[src/hdl/apq_pkg.sv]
// Shared types and constants for the array priority queue.
package apq_pkg;

   // Storage geometry
   localparam int DEPTH = 16;
   localparam int IDX_W = (DEPTH > 1) ? $clog2(DEPTH) : 1;
   localparam int CNT_W = $clog2(DEPTH + 1);

   // Field widths
   localparam int CMD_W = 2;
   localparam int VAL_W = 32;
   localparam int PRI_W = 16;

   // Command codes
   typedef logic [CMD_W-1:0] cmd_type;
   localparam cmd_type CMD_PUSH_SORTED = 2'd0;
   localparam cmd_type CMD_PUSH_APPEND = 2'd1;
   localparam cmd_type CMD_POP         = 2'd2;

   // One stored entry
   typedef struct packed {
      logic signed [VAL_W-1:0] val;
      logic signed [PRI_W-1:0] pri;
   } entry_type;

   // Sequencer states
   typedef enum logic [2:0] {
      ST_IDLE,
      ST_SCAN,
      ST_PREP,
      ST_SHIFT,
      ST_WRITE,
      ST_RESP
   } state_type;

endpackage

[src/hdl/apq_chan_if.sv]
// Request and response channel interfaces for the array priority queue.
interface apq_req_if;
   import apq_pkg::*;

   logic                    valid;
   logic                    ready;
   logic [CMD_W-1:0]        cmd;
   logic signed [VAL_W-1:0] item_value;
   logic signed [PRI_W-1:0] item_priority;

   modport source (output valid, output cmd, output item_value, output item_priority,
                   input ready);
   modport sink   (input valid, input cmd, input item_value, input item_priority,
                   output ready);
endinterface

interface apq_rsp_if;
   import apq_pkg::*;

   logic                    valid;
   logic                    ready;
   logic                    ok;
   logic signed [VAL_W-1:0] out_value;
   logic signed [PRI_W-1:0] out_priority;
   logic [CNT_W-1:0]        fill_count;

   modport source (output valid, output ok, output out_value, output out_priority,
                   output fill_count, input ready);
   modport sink   (input valid, input ok, input out_value, input out_priority,
                   input fill_count, output ready);
endinterface

[src/hdl/array_priority_queue_unit.sv]
// Array priority queue: entry store in one synchronous RAM with a sequencer.
//
// Usage
//   req_ch carries one command per transaction: sorted push, append push or
//   pop. rsp_ch returns exactly one transaction per command with ok, the
//   popped value and priority (zero unless a pop succeeded) and the fill
//   count after the command.
//   Entries live in a DEPTH-entry RAM (one read and one write port, registered
//   read). A sorted push reads the stored entries one per cycle to
//   find the insert slot, then moves the tail up one slot per cycle and
//   writes the new entry. A pop reads all entries to find the earliest one of
//   highest priority, then moves the later entries down one slot per cycle.
//   The response sits in an output register, so a new command is taken while
//   the previous response still waits; a stalled rsp_ch holds the sequencer
//   only when the next response is ready to be loaded.
//   Synchronous reset empties the queue; RAM contents are not cleared.
module array_priority_queue_unit (
   input  logic      clock,
   input  logic      reset,
   apq_req_if.sink   req_ch,
   apq_rsp_if.source rsp_ch
);
   import apq_pkg::*;

   // Entry storage
   entry_type mem [DEPTH];

   state_type               state_ff, state_in;
   logic [CNT_W-1:0]        count_ff, count_in;
   cmd_type                 cmd_ff, cmd_in;
   logic signed [VAL_W-1:0] val_ff, val_in;
   logic signed [PRI_W-1:0] pri_ff, pri_in;
   logic                    ok_ff, ok_in;
   logic                    found_ff, found_in;
   logic [IDX_W-1:0]        pos_ff, pos_in;
   logic [IDX_W-1:0]        best_ff, best_in;
   logic signed [VAL_W-1:0] best_val_ff, best_val_in;
   logic signed [PRI_W-1:0] best_pri_ff, best_pri_in;
   logic [CNT_W-1:0]        iss_ff, iss_in;
   logic [IDX_W-1:0]        sh_ff, sh_in;
   logic [CNT_W-1:0]        left_ff, left_in;
   logic                    rd_vld_ff;
   logic [IDX_W-1:0]        rd_idx_ff;
   entry_type               rd_data_ff;
   logic                    rsp_vld_ff, rsp_vld_in;
   logic                    rsp_ok_ff;
   logic signed [VAL_W-1:0] rsp_val_ff;
   logic signed [PRI_W-1:0] rsp_pri_ff;
   logic [CNT_W-1:0]        rsp_fill_ff;

   logic             req_acc;
   logic             rsp_load;
   logic             is_pop;
   logic             scan_last;
   logic [CNT_W-1:0] moves;
   logic             mem_re, mem_we;
   logic [IDX_W-1:0] mem_ra, mem_wa;
   entry_type        mem_wd;

   // Handshakes
   assign req_ch.ready = (state_ff == ST_IDLE);
   assign req_acc      = req_ch.valid && req_ch.ready;
   assign rsp_load     = (state_ff == ST_RESP) && (!rsp_vld_ff || rsp_ch.ready);

   assign rsp_ch.valid        = rsp_vld_ff;
   assign rsp_ch.ok           = rsp_ok_ff;
   assign rsp_ch.out_value    = rsp_val_ff;
   assign rsp_ch.out_priority = rsp_pri_ff;
   assign rsp_ch.fill_count   = rsp_fill_ff;

   // Decode helpers
   assign is_pop    = (cmd_ff == CMD_POP);
   assign scan_last = rd_vld_ff && (CNT_W'(rd_idx_ff) == count_ff - CNT_W'(1));
   assign moves     = is_pop ? (count_ff - CNT_W'(best_ff) - CNT_W'(1))
                             : (count_ff - CNT_W'(pos_ff));

   // Next state
   always_comb begin
      state_in = state_ff;
      unique case (state_ff)
         ST_IDLE: begin
            if (req_acc) begin
               if ((req_ch.cmd == CMD_PUSH_SORTED || req_ch.cmd == CMD_PUSH_APPEND)
                   && count_ff < CNT_W'(DEPTH)) begin
                  if (req_ch.cmd == CMD_PUSH_SORTED && count_ff != '0) begin
                     state_in = ST_SCAN;
                  end else begin
                     state_in = ST_WRITE;
                  end
               end else if (req_ch.cmd == CMD_POP && count_ff != '0) begin
                  state_in = ST_SCAN;
               end else begin
                  state_in = ST_RESP;
               end
            end
         end
         ST_SCAN: begin
            if (scan_last) begin
               state_in = ST_PREP;
            end
         end
         ST_PREP: begin
            if (moves != '0) begin
               state_in = ST_SHIFT;
            end else begin
               state_in = is_pop ? ST_RESP : ST_WRITE;
            end
         end
         ST_SHIFT: begin
            if (left_ff == '0 && !rd_vld_ff) begin
               state_in = is_pop ? ST_RESP : ST_WRITE;
            end
         end
         ST_WRITE: state_in = ST_RESP;
         ST_RESP: begin
            if (rsp_load) begin
               state_in = ST_IDLE;
            end
         end
         default: state_in = ST_IDLE;
      endcase
   end

   // RAM port control
   always_comb begin
      mem_re = 1'b0;
      mem_ra = '0;
      mem_we = 1'b0;
      mem_wa = '0;
      mem_wd = rd_data_ff;
      unique case (state_ff)
         ST_SCAN: begin
            mem_re = (iss_ff < count_ff);
            mem_ra = iss_ff[IDX_W-1:0];
         end
         ST_SHIFT: begin
            mem_re = (left_ff != '0);
            mem_ra = sh_ff;
            mem_we = rd_vld_ff;
            mem_wa = is_pop ? (rd_idx_ff - IDX_W'(1)) : (rd_idx_ff + IDX_W'(1));
         end
         ST_WRITE: begin
            mem_we     = 1'b1;
            mem_wa     = pos_ff;
            mem_wd.val = val_ff;
            mem_wd.pri = pri_ff;
         end
         default: ;
      endcase
   end

   // Datapath next values
   always_comb begin
      count_in    = count_ff;
      cmd_in      = cmd_ff;
      val_in      = val_ff;
      pri_in      = pri_ff;
      ok_in       = ok_ff;
      found_in    = found_ff;
      pos_in      = pos_ff;
      best_in     = best_ff;
      best_val_in = best_val_ff;
      best_pri_in = best_pri_ff;
      iss_in      = iss_ff;
      sh_in       = sh_ff;
      left_in     = left_ff;
      rsp_vld_in  = rsp_vld_ff;

      // capture command and decide whether it can succeed
      if (req_acc) begin
         cmd_in   = req_ch.cmd;
         val_in   = req_ch.item_value;
         pri_in   = req_ch.item_priority;
         ok_in    = ((req_ch.cmd == CMD_PUSH_SORTED || req_ch.cmd == CMD_PUSH_APPEND)
                     && count_ff < CNT_W'(DEPTH))
                    || (req_ch.cmd == CMD_POP && count_ff != '0);
         found_in = 1'b0;
         pos_in   = count_ff[IDX_W-1:0];
         iss_in   = '0;
      end

      // scan: issue reads, evaluate returning entries
      if (state_ff == ST_SCAN) begin
         if (mem_re) begin
            iss_in = iss_ff + CNT_W'(1);
         end
         if (rd_vld_ff) begin
            if (is_pop) begin
               if (rd_idx_ff == '0 || best_pri_ff < rd_data_ff.pri) begin
                  best_in     = rd_idx_ff;
                  best_val_in = rd_data_ff.val;
                  best_pri_in = rd_data_ff.pri;
               end
            end else if (!found_ff && rd_data_ff.pri < pri_ff) begin
               found_in = 1'b1;
               pos_in   = rd_idx_ff;
            end
         end
      end

      // set up the shift pass
      if (state_ff == ST_PREP) begin
         left_in = moves;
         sh_in   = is_pop ? (best_ff + IDX_W'(1)) : IDX_W'(count_ff - CNT_W'(1));
      end

      // shift: walk the source pointer
      if (state_ff == ST_SHIFT && mem_re) begin
         left_in = left_ff - CNT_W'(1);
         sh_in   = is_pop ? (sh_ff + IDX_W'(1)) : (sh_ff - IDX_W'(1));
      end

      // response register and count update
      if (rsp_load) begin
         rsp_vld_in = 1'b1;
         if (ok_ff) begin
            count_in = is_pop ? (count_ff - CNT_W'(1)) : (count_ff + CNT_W'(1));
         end
      end else if (rsp_ch.ready) begin
         rsp_vld_in = 1'b0;
      end
   end

   // Control registers
   always_ff @(posedge clock) begin
      if (reset) begin
         state_ff   <= ST_IDLE;
         count_ff   <= '0;
         rd_vld_ff  <= 1'b0;
         rsp_vld_ff <= 1'b0;
      end else begin
         state_ff   <= state_in;
         count_ff   <= count_in;
         rd_vld_ff  <= mem_re;
         rsp_vld_ff <= rsp_vld_in;
      end
   end

   // Payload registers
   always_ff @(posedge clock) begin
      cmd_ff      <= cmd_in;
      val_ff      <= val_in;
      pri_ff      <= pri_in;
      ok_ff       <= ok_in;
      found_ff    <= found_in;
      pos_ff      <= pos_in;
      best_ff     <= best_in;
      best_val_ff <= best_val_in;
      best_pri_ff <= best_pri_in;
      iss_ff      <= iss_in;
      sh_ff       <= sh_in;
      left_ff     <= left_in;
      rd_idx_ff   <= mem_ra;
      if (rsp_load) begin
         rsp_ok_ff   <= ok_ff;
         rsp_val_ff  <= (ok_ff && is_pop) ? best_val_ff : '0;
         rsp_pri_ff  <= (ok_ff && is_pop) ? best_pri_ff : '0;
         rsp_fill_ff <= count_in;
      end
   end

   // Entry RAM: one write port, one registered read port
   always_ff @(posedge clock) begin
      if (mem_we) begin
         mem[mem_wa] <= mem_wd;
      end
      if (mem_re) begin
         rd_data_ff <= mem[mem_ra];
      end
   end

   // Checks
   a_count_bound: assert property (@(posedge clock) disable iff (reset)
      count_ff <= CNT_W'(DEPTH))
      else $error("entry count above depth");

   a_write_in_range: assert property (@(posedge clock) disable iff (reset)
      mem_we |-> (CNT_W'(mem_wa) <= count_ff))
      else $error("RAM write beyond the stored region");

   a_shift_writeback: assert property (@(posedge clock) disable iff (reset)
      (state_ff == ST_SHIFT && rd_vld_ff) |-> mem_we)
      else $error("shifted entry not written back");

   a_idle_no_read: assert property (@(posedge clock) disable iff (reset)
      (state_ff == ST_IDLE) |-> (!mem_re && !rd_vld_ff))
      else $error("RAM read outstanding while idle");

   a_count_hold: assert property (@(posedge clock) disable iff (reset)
      !rsp_load |=> $stable(count_ff))
      else $error("entry count changed outside response load");

endmodule

[src/flat_wrapper.sv]
// flat-port wrapper written by rule: the top's interface ports become plain ports
module array_priority_queue_unit_flat import apq_pkg::*;
  (clock, reset, req_ch_valid, req_ch_cmd, req_ch_item_value, req_ch_item_priority, req_ch_ready, rsp_ch_valid, rsp_ch_ok, rsp_ch_out_value, rsp_ch_out_priority, rsp_ch_fill_count, rsp_ch_ready);
  apq_req_if req_ch_i ();
  apq_rsp_if rsp_ch_i ();
  input  logic clock;
  input  logic reset;
  input wire logic [$bits(req_ch_i.valid)-1:0] req_ch_valid;
  input wire logic [$bits(req_ch_i.cmd)-1:0] req_ch_cmd;
  input wire logic [$bits(req_ch_i.item_value)-1:0] req_ch_item_value;
  input wire logic [$bits(req_ch_i.item_priority)-1:0] req_ch_item_priority;
  output wire logic [$bits(req_ch_i.ready)-1:0] req_ch_ready;
  output wire logic [$bits(rsp_ch_i.valid)-1:0] rsp_ch_valid;
  output wire logic [$bits(rsp_ch_i.ok)-1:0] rsp_ch_ok;
  output wire logic [$bits(rsp_ch_i.out_value)-1:0] rsp_ch_out_value;
  output wire logic [$bits(rsp_ch_i.out_priority)-1:0] rsp_ch_out_priority;
  output wire logic [$bits(rsp_ch_i.fill_count)-1:0] rsp_ch_fill_count;
  input wire logic [$bits(rsp_ch_i.ready)-1:0] rsp_ch_ready;
  assign req_ch_i.valid = req_ch_valid;
  assign req_ch_i.cmd = req_ch_cmd;
  assign req_ch_i.item_value = req_ch_item_value;
  assign req_ch_i.item_priority = req_ch_item_priority;
  assign req_ch_ready = req_ch_i.ready;
  assign rsp_ch_valid = rsp_ch_i.valid;
  assign rsp_ch_ok = rsp_ch_i.ok;
  assign rsp_ch_out_value = rsp_ch_i.out_value;
  assign rsp_ch_out_priority = rsp_ch_i.out_priority;
  assign rsp_ch_fill_count = rsp_ch_i.fill_count;
  assign rsp_ch_i.ready = rsp_ch_ready;
  array_priority_queue_unit u_core (.clock(clock), .reset(reset), .req_ch(req_ch_i), .rsp_ch(rsp_ch_i));
endmodule
[config.mk]
export PLATFORM = sky130hd
export DESIGN_NAME = array_priority_queue_unit_flat
export DESIGN_NICKNAME = d
export VERILOG_FILES = /design/src/hdl/apq_pkg.sv /design/src/hdl/apq_chan_if.sv /design/src/hdl/array_priority_queue_unit.sv /design/src/flat_wrapper.sv
export SDC_FILE = /design/constraint.sdc
export NUM_CORES = 1
export LEC_CHECK = 0
export BUFFER_PORTS_ARGS = -buffer_cell sky130_fd_sc_hd__buf_2
export CAP_MARGIN = 30
export CORE_MARGIN = 4
export CORE_UTILIZATION = 37
export DETAILED_ROUTE_END_ITERATION = 16
export RECOVER_POWER = 100
export SLEW_MARGIN = 25
export SYNTH_ARGS = -nofsm -noshare
export SYNTH_HDL_FRONTEND = slang
export SYNTH_SLANG_ARGS = --single-unit
[constraint.sdc]
create_clock -name clock -period 6.8 [get_ports clock]
set_clock_uncertainty 0.15 [all_clocks]
set_input_delay 2.04 -clock clock [delete_from_list [all_inputs] [get_ports clock]]
set_output_delay 2.04 -clock clock [all_outputs]
set_load 0.01 [all_outputs]
* Yosys cells after proc, flatten, opt, wreduce, memory -nomap -nowiden
Memories as Yosys holds them, arrays and structs flattened. A register that Yosys moved wholly into a read port is not among the register bits.
Cells that the tools add are included.
** Word-level totals
- Flip-flop bits (word level) :: 190
- Memory bits (writable) :: 768
- Memories kept :: 1
- Bits of input ports :: 54
- Logic and storage cells :: 122
- Output and inout bits :: 56
** Cells by class
- Reduce and logical (&&, ||, !) cells :: 28
- $lt $le $gt $ge :: 4
- Equal/unequal tests :: 13
- Multiplexer cells :: 43
- Add/subtract/negate cells :: 12
** Memory list
- u_core.mem :: depth 16, bits a word 48, read ports 1, clocked after memory_dff 1, wr ports 1, RTL line array_priority_queue_unit.sv:26 : entry_type mem [DEPTH];
** Operators by type and width (number)
- 48-bit 2-to-1 mux :: 1
- 5-bit 2-to-1 mux :: 9
- 4-bit 2-to-1 mux :: 10
- 16-bit less-than comparator :: 2
- 3-bit 2-to-1 mux :: 8
- 3-bit case mux with 6 select lines :: 1
- 4-bit case mux with 2 select lines :: 2
- 5-bit nonzero test :: 3
- 5-bit by 1-bit subtractor with 5-bit output (second input constant) :: 3
- 4-bit by 1-bit adder with 4-bit output (second input constant) :: 3
- 5-bit by 1-bit adder with 5-bit output (second input constant) :: 2
- 1-bit logical AND :: 10
- 1-bit 2-to-1 mux :: 10
- 5-bit by 4-bit subtractor with 5-bit output :: 2
- 4-bit AND reduction :: 2
- 4-bit by 1-bit subtractor with 4-bit output (second input constant) :: 2
- 3-bit by 2-bit equality test with 1-bit output (second input constant) :: 2
- 3-bit equality test (second input constant) :: 2
- 2-bit by 1-bit inequality test with 1-bit output (second input constant) :: 3
- 4-bit by 5-bit equality test with 1-bit output :: 1
- 5-bit zero test :: 1
- 5-bit less-than comparator :: 1
- 5-bit less-than comparator (second input constant) :: 1
- 2-bit equality test (second input constant) :: 2
- 10 further kinds :: 17

* Longest topological paths before layout
- Depth in word-level cells :: 7
- Mapped depth :: 11
- Gate-level depth less buffers :: 10

* Least setup slack after synthesis
Ideal clock, no wire load.
- Path type :: input port to flip-flop
- Start point :: input rsp_ch_ready
- End point :: register u_core.rsp_fill_ff[2] (netlist: u_core.rsp_ch.fill_count[2]) (data pin)
- Path slack :: 828 ps
- Cell stages on the path :: 5
- Path buffers :: 0
- Setup time :: 264 ps
- Arrival :: 5558 ps
- Required time :: 6386 ps
- Cells stage by stage :: nand2b_1 -> nor2b_1 -> nand2_1 -> a21oi_1 -> xnor2_1
** On the way
- Longest elaborated chain between the ends :: 3
** Ends and longest elaborated chain
- from (decl) :: RTL line flat_wrapper.sv:18 : input wire logic [$bits(rsp_ch_i.ready)-1:0] rsp_ch_ready;
- 1-bit logical OR :: RTL line array_priority_queue_unit.sv:63 : assign rsp_load = (state_ff == ST_RESP) && (!rsp_vld_ff || rsp_ch.ready);
- 1-bit logical AND :: RTL line array_priority_queue_unit.sv:63
- via u_core.rsp_load :: RTL line array_priority_queue_unit.sv:52 : logic rsp_load;
- 5-bit 2-to-1 mux :: RTL line array_priority_queue_unit.sv:214 : if (rsp_load) begin
- via u_core.count_in[2] :: RTL line array_priority_queue_unit.sv:29 : logic [CNT_W-1:0] count_ff, count_in;
- to (signal assigned) :: RTL line array_priority_queue_unit.sv:258 : rsp_fill_ff <= count_in;
- to (decl) :: RTL line array_priority_queue_unit.sv:49 : logic [CNT_W-1:0] rsp_fill_ff;
The timed path passes the listed nets, and every way through them passes these cells.
A chain may end at the register's enable or synchronous reset.

* Worst setup path after layout
- Start point :: register u_core.cmd_ff[0]
- End point :: memory u_core.mem[12][20] in the netlist's numbering, enable pin
** On the way
- Longest elaborated chain between the ends :: 3
** Ends and longest elaborated chain
- from (decl) :: RTL line array_priority_queue_unit.sv:30 : cmd_type cmd_ff, cmd_in;
- from (signal assigned) :: RTL line array_priority_queue_unit.sv:241 : cmd_ff <= cmd_in;
- 2-bit equality test :: RTL line array_priority_queue_unit.sv:72 : assign is_pop = (cmd_ff == CMD_POP);
- 4-bit 2-to-1 mux :: RTL line array_priority_queue_unit.sv:140 : mem_wa = is_pop ? (rd_idx_ff - IDX_W'(1)) : (rd_idx_ff + IDX_W'(1));
- 4-bit case mux with 2 select lines :: RTL line array_priority_queue_unit.sv:131 : unique case (state_ff)
- to (decl) :: RTL line array_priority_queue_unit.sv:26
Every way passes these cells.

==> key figures <==
Clock tree
  • CTS max path bufs: 3
  • CTS tree: yes
  • H-tree levels: 3
  • Number of hold buffers added after cts: 0
  • Skew-Pair Late Insertion Delay: 0.68 ns
  • Clock Sinks: 1,006
  • CTS Buf Count: 104
  • CTS clk-pin slew, worst paths: 0.06 ns
  • Root Driver: clkbuf_16
  • Number of gates resized after CTS: 0
  • Postcts setup bufs: 0

Placed design
  • Placed Cells: 3,914
  • Pre-CTS setup slack: 1.71 ns
  • GP Congestion: 0.817
  • Port-buffer cells: 109
  • DP Area: 42,900 sq um
  • HPWL Detailed: 55,900 microns

Power
  • P_leak: 15.1 nW
  • Peak supply drop: 0.182 mV
  • Register share of total power: 0.517
  • Pwr dens: 321 nW/um^2
  • Clk pwr share: 0.367
  • Pwr Total: 14.8 mW
  • P_int: 11.1 mW
  • Combinational Power Share: 0.117
  • Net Switching: 3.68 mW
  • Sw Ratio: 0.249

Synthesis
  • Async set-or-reset flop fraction in the synthesized netlist: 0
  • Dominant synthesized flop cell: edfxtp_1
  • Register bit total from synthesis: 1,006
  • Syn Area/Cell: 16.3 sq um
  • Seq/Total Area, Yosys: 0.739
  • Library cells used by synthesis: 68
  • Post-synth EDFFs: 982
  • Yosys warnings: 0
  • Cells after Synth: 2,480
  • Mapped Area: 40,500 sq um
  • Mapped Nets: 2,589

Route
  • Initial DRC Count: 1,904
  • Vias per cell: 5.42
  • Metal-1 WL: 42,000 microns
  • DR top layer: met4
  • DR WL met3: 5390 microns
  • Via Count: 22,282
  • DRC: 0
  • Routed met2 length: 46,800 microns
  • Post-route ant nets: 0
  • Router iterations before antenna repair: 7
  • Drt total wl: 96,800 microns
  • DR WL/cell: 23.5 microns

STA
  • RSZ-0062 raised after global routing: false
  • Post-layout min period: 5.72 ns
  • Slew @ Worst Pin: 3.14 ns
  • Slew headroom: -1.09
  • Final Hold Slack: 0.295 ns
  • Final WS setup: 1.08 ns
  • Max Fclk: 0.175 GHz
  • Count of final setup violators: 0
  • Final period util: 0.841
  • Count of final hold-check violations: 0
  • Setup total negative slack: 0 ns
  • Slew Limit Fails: 575

Global route
  • Gr usage total: 0.165
  • First-pass GRT wire length: 145,000 microns
  • Largest net degree at the start of global routing: 166
  • Vias in the first global route: 22,694
  • Antenna violations before repair: 2
  • GR Overflow Total: 0

Worst setup path
  • Critical Path AT: 5.81 ns
  • CP Cell Sequence: nand2b_1 -> inv_1 -> buf_4 -> fa_1 -> a22oi_1 -> nand2_1 -> nor2_4 -> clkbuf_2
  • Critical Path RT: 6.89 ns
  • Crit-path max FO: 48
  • Crit end category: flop
  • Worst Setup Path Type: reg2reg
  • Slowest CP cell: clkbuf_2
  • Slowest cell delay on critical path: 1.35 ns
  • Crit start category: flop

Layout
  • Fin area: 45,900 sq um
  • Fillcell total: 9,502
  • Most frequent cells in the layout: edfxtp_1 (982), nand2_1 (245), mux2i_1 (199)
  • P&R area growth vs syn: 13.3%
  • Layout Utilization: 0.422
  • Most common cell after layout, fill and taps aside: edfxtp_1
  • Filler-free cell count of the finished design: 4,111
  • NumNets Final: 2,720
  • Share of layout cells above drive strength 1: 0.114

Die
  • Initial Util: 0.372
  • I/O pin count: 110
  • DIE HEIGHT: 339 microns
  • Die Wd: 339 microns
  • Row cnt: 121
  • Die ar.: 115,000 sq um
  • Core ar.: 109,000 sq um

Status
  • Failing checks: max-capacitance violations, max-slew violations
  • Run status: finished with violations

Hold path
  • Hold Path Class: reg2reg

Run
  • Maxcap violations: 16
critical path, delay by kind of cell, from the launching register on:
kind / cells / cell delay, ns
flip-flops: 1 / 0.38
AND/OR/NAND/NOR: 3 / 1.02
buffers and inverters: 3 / 2.86
AO/OA/AOI/OAI: 1 / 0.32
adder cells (fa/ha/maj): 1 / 0.51
power by group through the flow:
stage / clock, mW / combinational (mW) / sequential, mW
2_1_floorplan: 0 / 1.04 / 7.71
3_3_place_gp: 0 / 1.70 / 7.75
3_5_place_dp: 0 / 1.76 / 7.76
4_1_cts: 5.55 / 1.77 / 7.63
5_1_grt: 5.81 / 1.88 / 7.65
6_report: 5.42 / 1.72 / 7.63
cell usage after synthesis (all sizes together), types with 2 or more instances:
cell / count / area [sq um]
a41oi: 2 / 17.5
o21ai: 31 / 155
xor2: 6 / 52.6
nor2: 39 / 149
and3: 147 / 920
a31oi: 52 / 325
a21o: 18 / 135
and4: 2 / 17.5
or4: 2 / 15.0
nand2: 246 / 926
a311oi: 50 / 438
o22ai: 2 / 12.5
nor2b: 10 / 62.6
xnor2: 18 / 158
nand3b: 2 / 15.0
inv: 58 / 218
clkinv: 2 / 8.75
fa: 4 / 80.1
a22oi: 4 / 43.8
a21oi: 79 / 395
mux4: 48 / 1080
edfxtp: 982 / 29500
dfxtp: 24 / 480
nor3: 11 / 55.1
buf: 64 / 398
nor3b: 2 / 20.0
nand4: 6 / 37.5
or2: 2 / 12.5
ha: 51 / 638
clkbuf: 89 / 334
mux2: 39 / 443
o211a: 2 / 20.0
nand2b: 7 / 43.8
mux2i: 199 / 1990
a211o: 3 / 26.3
a211oi: 148 / 1110
nand3: 10 / 50.1
kinds of logic (layout without fill, tap and decap cells):
family,Yosys count,count (layout),synth area share
flops,1006,1006,0.739
compound gates,404,404,0.0689
xor+xnor,24,24,0.00519
buf+inv,213,429,0.0236
simple gates,492,492,0.0585
mux,286,286,0.0867
other cells,0,1,0
fa+ha+maj,55,55,0.0177
layout make-up:
cell class	instances	area, sq um	share of cell area
flip-flops and latches	1006	30000	0.652
diodes	1	2.50	0.0000545
inverters	60	238	0.00517
well taps	1414	1770	0.0385
multi-input cells	1261	9720	0.211
clock buffers	144	2870	0.0624
repair buffers	178	993	0.0216
clock inverters	47	390	0.00850
layer usage:
metal | track usage | vias up
met2 | 0.269 | 717
met3 | 0.0245 | 140
met4 | 0.0553 | 0
li1 | - | 10020
met5 | 0 | -
met1 | 0.228 | 11405
final timing paths:
check,startpoint,to,slack (ns),cells past startpoint
worst max-delay path,u_core.cmd_ff[0],u_core.mem[12][20],1.08,8
worst min-delay path,u_core.rd_data_ff[30],u_core.best_val_ff[14],0.30,0
worst max register to register,u_core.cmd_ff[0],u_core.mem[12][20],1.08,8
worst min register to register,u_core.rd_data_ff[30],u_core.best_val_ff[14],0.30,0
registers in the layout, indices dropped and copies added (netlist names), 5 cells and up:
register,count
u_core.rsp_ch.out_priority,16
u_core.mem,768
u_core.pri_ff,16
u_core.rsp_ch.fill_count,5
u_core.count_ff,5
u_core.left_ff,5
u_core.rsp_ch.out_value,32
u_core.rd_data_ff,48
u_core.best_pri_ff,16
u_core.val_ff,32
u_core.iss_ff,5
u_core.best_val_ff,32
Power figures use the tool's default switching activity.
